$ cat src/rtl/fpscam_pkg.sv
// Shared types, constants and tables of the camera pose block.
// Used by the controller, the datapath and the top level.
package fpscam_pkg;

  localparam int CORDIC_STEPS = 16;
  localparam int ITER_W = $clog2(CORDIC_STEPS);
  localparam int CW = 34;
  localparam int OP_W = 5;
  localparam int NUM_OPS = 24;
  localparam logic [OP_W-1:0] OP_LAST = OP_W'(NUM_OPS - 1);
  // In load mode the move steps are skipped: after the last pair product
  // the sequence jumps to the bubble in front of the translation.
  localparam logic [OP_W-1:0] OP_SKIP_FROM = OP_W'(3);
  localparam logic [OP_W-1:0] OP_SKIP_TO = OP_W'(12);

  localparam logic signed [CW-1:0] ANG_PI = 34'sd843314857;
  localparam logic signed [CW-1:0] ANG_HALF_PI = 34'sd421657428;
  localparam logic signed [CW-1:0] ANG_TWO_PI = 34'sd1686629713;
  localparam logic signed [CW-1:0] CORDIC_GAIN = 34'sd652032874;

  typedef enum logic [2:0] {
    ST_IDLE, ST_CINIT, ST_CRUN, ST_CSTORE, ST_OPS, ST_DRAIN, ST_OUT
  } state_t;

  typedef enum logic [1:0] {OK_NOP, OK_PROD, OK_MAC, OK_WB} op_kind_t;

  typedef enum logic [3:0] {
    SRC_SY, SRC_CY, SRC_SP, SRC_CP, SRC_RX, SRC_RZ,
    SRC_P0, SRC_P1, SRC_P2, SRC_P3, SRC_PX, SRC_PY, SRC_PZ, SRC_DX, SRC_DZ
  } src_t;

  typedef enum logic [3:0] {
    DST_NONE, DST_P0, DST_P1, DST_P2, DST_P3,
    DST_PX, DST_PY, DST_PZ, DST_TX, DST_TY, DST_TZ
  } dst_t;

  typedef struct packed {
    op_kind_t kind;
    src_t     a;
    src_t     b;
    logic     sh;
    logic     neg;
    logic     clr;
    dst_t     dst;
  } op_t;

  typedef struct packed {
    logic              load_in;
    logic              cordic_init;
    logic              cordic_step;
    logic              cordic_store;
    logic              cordic_sel;
    logic [ITER_W-1:0] iter;
    logic              op_valid;
    logic [OP_W-1:0]   op_idx;
  } ctl_cmd_t;

  typedef struct packed {
    logic mode;
  } dp_status_t;

  function automatic logic signed [CW-1:0] atan_q28(input logic [4:0] idx);
    logic signed [CW-1:0] v;
    case (idx)
      5'd0:  v = 34'sd210828714;
      5'd1:  v = 34'sd124459457;
      5'd2:  v = 34'sd65760959;
      5'd3:  v = 34'sd33381290;
      5'd4:  v = 34'sd16755422;
      5'd5:  v = 34'sd8385879;
      5'd6:  v = 34'sd4193963;
      5'd7:  v = 34'sd2097109;
      5'd8:  v = 34'sd1048571;
      5'd9:  v = 34'sd524287;
      5'd10: v = 34'sd262144;
      5'd11: v = 34'sd131072;
      5'd12: v = 34'sd65536;
      5'd13: v = 34'sd32768;
      5'd14: v = 34'sd16384;
      5'd15: v = 34'sd8192;
      5'd16: v = 34'sd4096;
      5'd17: v = 34'sd2048;
      5'd18: v = 34'sd1024;
      5'd19: v = 34'sd512;
      5'd20: v = 34'sd256;
      5'd21: v = 34'sd128;
      5'd22: v = 34'sd64;
      5'd23: v = 34'sd32;
      default: v = '0;
    endcase
    return v;
  endfunction

  function automatic op_t mk(input op_kind_t k, input src_t a, input src_t b,
                             input logic sh, input logic neg, input logic clr,
                             input dst_t d);
    op_t o;
    o.kind = k; o.a = a; o.b = b; o.sh = sh; o.neg = neg; o.clr = clr; o.dst = d;
    return o;
  endfunction

  // Translation sums are accumulated negated so that write-back only rounds.
  function automatic op_t op_rom(input logic [OP_W-1:0] idx);
    op_t o;
    case (idx)
      5'd0:  o = mk(OK_PROD, SRC_SY, SRC_SP, 1'b0, 1'b0, 1'b0, DST_P0);
      5'd1:  o = mk(OK_PROD, SRC_SY, SRC_CP, 1'b0, 1'b0, 1'b0, DST_P1);
      5'd2:  o = mk(OK_PROD, SRC_CY, SRC_SP, 1'b0, 1'b0, 1'b0, DST_P2);
      5'd3:  o = mk(OK_PROD, SRC_CY, SRC_CP, 1'b0, 1'b0, 1'b0, DST_P3);
      5'd4:  o = mk(OK_MAC,  SRC_RX, SRC_DX, 1'b1, 1'b0, 1'b1, DST_NONE);
      5'd5:  o = mk(OK_MAC,  SRC_P1, SRC_DZ, 1'b0, 1'b0, 1'b0, DST_NONE);
      5'd6:  o = mk(OK_WB,   SRC_SY, SRC_SY, 1'b0, 1'b0, 1'b0, DST_PX);
      5'd7:  o = mk(OK_MAC,  SRC_SP, SRC_DZ, 1'b1, 1'b0, 1'b1, DST_NONE);
      5'd8:  o = mk(OK_WB,   SRC_SY, SRC_SY, 1'b0, 1'b0, 1'b0, DST_PY);
      5'd9:  o = mk(OK_MAC,  SRC_RZ, SRC_DX, 1'b1, 1'b0, 1'b1, DST_NONE);
      5'd10: o = mk(OK_MAC,  SRC_P3, SRC_DZ, 1'b0, 1'b0, 1'b0, DST_NONE);
      5'd11: o = mk(OK_WB,   SRC_SY, SRC_SY, 1'b0, 1'b0, 1'b0, DST_PZ);
      5'd12: o = mk(OK_NOP,  SRC_SY, SRC_SY, 1'b0, 1'b0, 1'b0, DST_NONE);
      5'd13: o = mk(OK_MAC,  SRC_PX, SRC_CY, 1'b1, 1'b1, 1'b1, DST_NONE);
      5'd14: o = mk(OK_MAC,  SRC_PZ, SRC_SY, 1'b1, 1'b0, 1'b0, DST_NONE);
      5'd15: o = mk(OK_WB,   SRC_SY, SRC_SY, 1'b0, 1'b0, 1'b0, DST_TX);
      5'd16: o = mk(OK_MAC,  SRC_PX, SRC_P0, 1'b0, 1'b1, 1'b1, DST_NONE);
      5'd17: o = mk(OK_MAC,  SRC_PY, SRC_CP, 1'b1, 1'b1, 1'b0, DST_NONE);
      5'd18: o = mk(OK_MAC,  SRC_PZ, SRC_P2, 1'b0, 1'b1, 1'b0, DST_NONE);
      5'd19: o = mk(OK_WB,   SRC_SY, SRC_SY, 1'b0, 1'b0, 1'b0, DST_TY);
      5'd20: o = mk(OK_MAC,  SRC_PX, SRC_P1, 1'b0, 1'b1, 1'b1, DST_NONE);
      5'd21: o = mk(OK_MAC,  SRC_PY, SRC_SP, 1'b1, 1'b0, 1'b0, DST_NONE);
      5'd22: o = mk(OK_MAC,  SRC_PZ, SRC_P3, 1'b0, 1'b1, 1'b0, DST_NONE);
      5'd23: o = mk(OK_WB,   SRC_SY, SRC_SY, 1'b0, 1'b0, 1'b0, DST_TZ);
      default: o = mk(OK_NOP, SRC_SY, SRC_SY, 1'b0, 1'b0, 1'b0, DST_NONE);
    endcase
    return o;
  endfunction

endpackage

$ cat src/rtl/fpscam_ctrl.sv
// Sequencer of the camera pose block: runs the CORDIC twice, then the
// multiply-accumulate program, then holds the result. Uses fpscam_pkg.
module fpscam_ctrl (
  input  logic                   clk,
  input  logic                   rst,
  input  logic                   in_valid,
  output logic                   in_ready,
  output logic                   out_valid,
  input  logic                   out_ready,
  input  fpscam_pkg::dp_status_t status,
  output fpscam_pkg::ctl_cmd_t   cmd
);
  import fpscam_pkg::*;

  state_t            state, state_next;
  logic [ITER_W-1:0] iter, iter_next;
  logic              sel, sel_next;
  logic [OP_W-1:0]   op, op_next;

  always_ff @(posedge clk) begin
    if (rst) begin
      state <= ST_IDLE;
      iter  <= '0;
      sel   <= 1'b0;
      op    <= '0;
    end else begin
      state <= state_next;
      iter  <= iter_next;
      sel   <= sel_next;
      op    <= op_next;
    end
  end

  always_comb begin
    state_next = state;
    iter_next  = iter;
    sel_next   = sel;
    op_next    = op;
    in_ready   = 1'b0;
    out_valid  = 1'b0;
    cmd        = '0;
    cmd.cordic_sel = sel;
    cmd.iter       = iter;
    cmd.op_idx     = op;
    case (state)
      ST_IDLE: begin
        in_ready = 1'b1;
        if (in_valid) begin
          cmd.load_in = 1'b1;
          sel_next    = 1'b0;
          state_next  = ST_CINIT;
        end
      end
      ST_CINIT: begin
        cmd.cordic_init = 1'b1;
        iter_next       = '0;
        state_next      = ST_CRUN;
      end
      ST_CRUN: begin
        cmd.cordic_step = 1'b1;
        iter_next       = iter + 1'b1;
        if (iter == ITER_W'(CORDIC_STEPS - 1)) begin
          state_next = ST_CSTORE;
        end
      end
      ST_CSTORE: begin
        cmd.cordic_store = 1'b1;
        if (!sel) begin
          sel_next   = 1'b1;
          state_next = ST_CINIT;
        end else begin
          op_next    = '0;
          state_next = ST_OPS;
        end
      end
      ST_OPS: begin
        cmd.op_valid = 1'b1;
        if (op == OP_LAST) begin
          state_next = ST_DRAIN;
        end else if (op == OP_SKIP_FROM && status.mode) begin
          op_next = OP_SKIP_TO;
        end else begin
          op_next = op + 1'b1;
        end
      end
      ST_DRAIN: begin
        state_next = ST_OUT;
      end
      ST_OUT: begin
        out_valid = 1'b1;
        if (out_ready) begin
          state_next = ST_IDLE;
        end
      end
      default: begin
        state_next = ST_IDLE;
      end
    endcase
  end

endmodule

$ cat config.mk
export PLATFORM = sky130hd
export DESIGN_NAME = fpscam_ctrl
export DESIGN_NICKNAME = d
export VERILOG_FILES = /design/src/rtl/fpscam_pkg.sv /design/src/rtl/fpscam_ctrl.sv
export SDC_FILE = /design/constraint.sdc
export NUM_CORES = 1
export LEC_CHECK = 0
export BUFFER_PORTS_ARGS = -buffer_cell sky130_fd_sc_hd__clkbuf_2
export CAP_MARGIN = 20
export CORE_ASPECT_RATIO = 1.4
export CORE_UTILIZATION = 23
export CTS_BUF_LIST = sky130_fd_sc_hd__clkbuf_16
export DETAILED_ROUTE_END_ITERATION = 8
export GPL_ROUTABILITY_DRIVEN = 0
export PLACE_DENSITY = 0.53
export SETUP_SLACK_MARGIN = 0.5
export SLEW_MARGIN = 20
export SYNTH_ARGS = -nofsm -noshare
export SYNTH_HDL_FRONTEND = slang
export SYNTH_SLANG_ARGS = --single-unit
$ cat constraint.sdc
create_clock -name clk -period 3.98 [get_ports clk]
set_input_delay 0.199 -clock clk [delete_from_list [all_inputs] [get_ports clk]]
set_output_delay 0.199 -clock clk [all_outputs]
set_load 0.02 [all_outputs]
# Word-level counts from Yosys, hierarchy flattened
# Cells that the tools add are included.
# totals
regBits	13
latch_bits	0
ramBits	0
mem_bits_ro	0
input_bits	5
output_inout_bits	17
wordCells	50
mem_count	0
# classes
add_sub_neg	2
mul	0
div_mod_pow	0
order_cmp	0
n_eq_ne	15
n_shift	0
n_mux	21
bitwise_logic	0
reduce_logical	8
# ops
operator	n
$pmux 3 s7	1
$mux 3	5
$mux 5	3
$ne 2x2->1 const B	6
$pmux 5 s2	1
$eq 3x3->1 const B	3
$mux 1	9
$pmux 4 s2	1
$eq 3x2->1 const B	2
$reduce_bool 2->1	3
$add 5x1->5 const B	1
$eq 5x2->1 const B	1
$eq 5x5->1 const B	1
$add 4x1->4 const B	1
$eq 4x4->1 const B	1
$reduce_and 4->1	1
$eq 3x1->1 const B	1
$logic_not 3->1	1
$reduce_and 3->1	1
$pmux 1 s2	1
$reduce_and 2->1	1
$logic_and 1x1->1	1

# Longest topological paths before layout
# logic_depth
word_depth	5
ltp_mapped	5
mapped_depth_nobuf	5

# Worst setup path after synthesis
# No wires, ideal clock.
# synth_timing
kind	register to register
startpoint	register state[0]
endpoint	register iter[2]
setup_ns	0.132
arrival_ns	1.572
required_ns	3.848
path_slack_ns	2.276
stages_incl_launch_ff	6
path_buffers	1
period_less_slack_ns	1.704
path_cell_list	dfxtp_1 buf_4 nor3b_1 nor2_1 o21ai_0 a21oi_1
# synth_between
elab_chain_len	2
word_cells_on_any_way	4
cone_classes	eq/ne: 2; mux: 1; reduce/logical: 1
# synth_lines
item	line_no	rtl
from (decl)	fpscam_ctrl.sv:15	state_t state, state_next;
from (signal assigned)	fpscam_ctrl.sv:27	state <= state_next;
$eq 3x2->1 / $eq 3x1->1 (equally long branches)	fpscam_ctrl.sv:45	case (state)
$pmux 4 s2 / $reduce_bool 2->1 (equally long branches)	n/a	
to (signal assigned)	fpscam_ctrl.sv:28	iter <= iter_next;
to (decl)	fpscam_ctrl.sv:16	logic [ITER_W-1:0] iter, iter_next;
# Parallel ways exist; a longest one is shown, timed or not.
# A chain may end at the register's enable or synchronous reset.

==> run_results.csv <==
group,metric,value,unit
cts,cts_setup_buffers,0,
run_status,status,"complete, no violations",
worst_setup_path,cp.arrival,1.49,ns
die,top_level_ports,22,
global_routing,grt_usage,10.6,%
cts,cts_root_buf,"clkbuf_16",
synthesis,synthTopCellsByCount,"dfxtp_1, nor2_1, a21oi_1, inv_1",
die,core_area,3090,sq um
die,initial_core_util,23.9,%
cells_and_area,fillers,333,
worst_setup_path,critical_path_class,"register to primary output",
cts,cts_sinks,13,
synthesis,yosys_register_bits,13,
die,die_height,69.1,microns
die,die_w,49.9,microns
drt,viasPerCell,4.70,
die,dieArea,3450,sq um
global_routing,antenna_found_initial,0,
drt,vias,667,
drt,routedWlPerCell,11.4,microns
cts,htree_levels,1,
timing,rsz0062_at_grt,"false",
cts,postCtsHoldBufs,0,
synthesis,netlist_area,739,sq um
drt,wl,1.62,mm
timing,finalMaxSlewViolations,0,
worst_setup_path,startpoint_type,"register",
synthesis,async_flop_share,0,%
drt,drc,0,
drt,ant_nets,0,
timing,fin_setup_tns,0,ns
synthesis,syn_nets,91,
worst_setup_path,endpoint_kind,"primary output",
cells_and_area,multi_input_area,415,sq um
cts,clock_path_buffers,2,
timing,slew_headroom,69.4,%
synthesis,synth_top_area_cell,"dfxtp_1",
timing,setup_violations,0,
synthesis,yosys.area.top_type_share,35.2,%
worst_setup_path,crit_fanout,12,
cells_and_area,diodes,0,
run,maxCapViolCount,0,
pwr,leakagePower,0.000401,uW
timing,hold_violations,0,
timing,fmax,594,MHz
worst_setup_path,critical_path_required,3.78,ns
synthesis,synth_most_common_cell,"dfxtp_1",
cells_and_area,register_area,260,sq um
timing,hold_ws,0.287,ns
global_routing,grt_pass1_vias,657,
place,port_buffers,21,
global_routing,overflow,0,
cells_and_area,drive_above_1_share,30.1,%
synthesis,yosysSeqAreaShare,35.2,%
cts,post_cts_resize_count,0,
die,rows,24,
cells_and_area,syn_to_final_growth,25.4,%
timing,clock_skew,0.00128,ns
drt,dr.pass1.iters,4,
cts,cts.clk_slew.worst_paths,0.04,ns
timing,period_share,42.3,%
cells_and_area,layout.nets,111,
cts,cts_tree,"done",
synthesis,synth_edf_count,0,
pwr,power_density,393,nW/um^2
timing,min_period,1.68,ns
synthesis,synth.area.top_cells,"dfxtp_1, mux2i_1, buf_4",
global_routing,grt_pass1_wl,2.86,mm
synthesis,yosysUniqueCellTypes,34,
global_routing,grt_max_degree,15,
synthesis,syn_inst,84,
pwr,vdd_drop_max,135,uV
synthesis,avgSynthCellArea,8.80,sq um
hold_path,min_path_type,"input port to register",
synthesis,yosys_warnings,0,
cells_and_area,stdcell_area,927,sq um
timing,worst_pin_slew,0.458,ns
cts,clk_latency,0.24,ns
cts,numCtsBuffers,3,
place,hpwlAfterDp,1.23,mm
drt,drt_iter0_markers,6,
synthesis,dominantRegCellSynth,"dfxtp_1",
place,dpl_cell_area,848,sq um
==> per-stage QoR <==
step	util [%]	power [uW]	setup WS, ns	cells
floorplan	-	173	2.28	84
global placement	27.4	183	2.36	138
detailed placement	27.4	183	2.34	138
CTS	30.0	370	2.30	142
global route	30.0	381	2.15	142
finish	30.0	365	2.30	142
==> state kept, by name, summed over array words and instances, names as in the netlist <==
signal and count:
state 3, op 5, sel 1, iter 4
==> area by class of cell <==
type | instances | area share (%)
clock buffer | 3 | 8.10
clock inverter | 1 | 0.405
inverter | 5 | 2.02
multi-input combinational | 60 | 44.8
sequential | 13 | 28.1
tap | 39 | 5.26
timing repair buffer | 21 | 11.3
==> placed cells by master (no fill, tap or decap), types with 2 or more instances in the layout <==
cell,n
a21oi_1,5
nand2_1,3
and2_2,2
clkbuf_2,21
nor3_1,3
mux2i_1,3
nor2_1,8
ha_1,2
a22oi_1,2
a31oi_1,2
inv_1,6
o21ai_0,3
clkbuf_16,3
nand3b_1,3
nor2b_1,2
nand3_1,4
dfxtp_1,13
nor3b_1,2
nand4b_1,2
==> logic make-up (layout without fill, tap and decap cells) <==
logic type	after synthesis	count (layout)	share of synthesized area, %
AOI/OAI and AO/OA	19	19	18.6
buffers and inverters	11	30	8.63
DFF	13	13	35.2
adders and majority gates	2	2	3.38
muxes	3	3	4.06
and+or+nand+nor	36	36	30.1
==> power by group <==
group          switching (uW)  internal [uW]  leakage (uW)  total, uW
Clock                    51.9            132     0.0000423        184
Sequential               8.51            134      0.000105        143
Combinational            23.4           14.6      0.000253       38.0
Total                    83.8            281      0.000401        365
==> worst max-delay path, stage by stage (launching register included) <==
cell and delay [ns]:
dfxtp_1 0.55, nor3b_2 0.45, clkbuf_2 0.25
==> final timing paths <==
check                        start                    end  cells after the start  slack (ns)
max          state[1]$_SDFFE_PP0P_                cmd[12]                      2        2.30
min                      out_ready  state[2]$_SDFFE_PP0P_                      4        0.29
max reg2reg  state[0]$_SDFFE_PP0P_     op[4]$_SDFFE_PP0P_                      4        2.35
min reg2reg     op[0]$_SDFFE_PP0P_     op[0]$_SDFFE_PP0P_                      2        0.52
==> per-layer routing <==
metal | part of all wire [%] | up-vias | wire length, microns | GRT usage, %
met3 | 3.7 | 2 | 60 | 2.65
met4 | 1.1 | 0 | 18 | 5.71
met2 | 51 | 13 | 828 | 18.5
li1 | - | 338 | - | -
met5 | 0 | - | 0 | 0
met1 | 44 | 314 | 711 | 11.4
(Power assumes the default switching activity.)
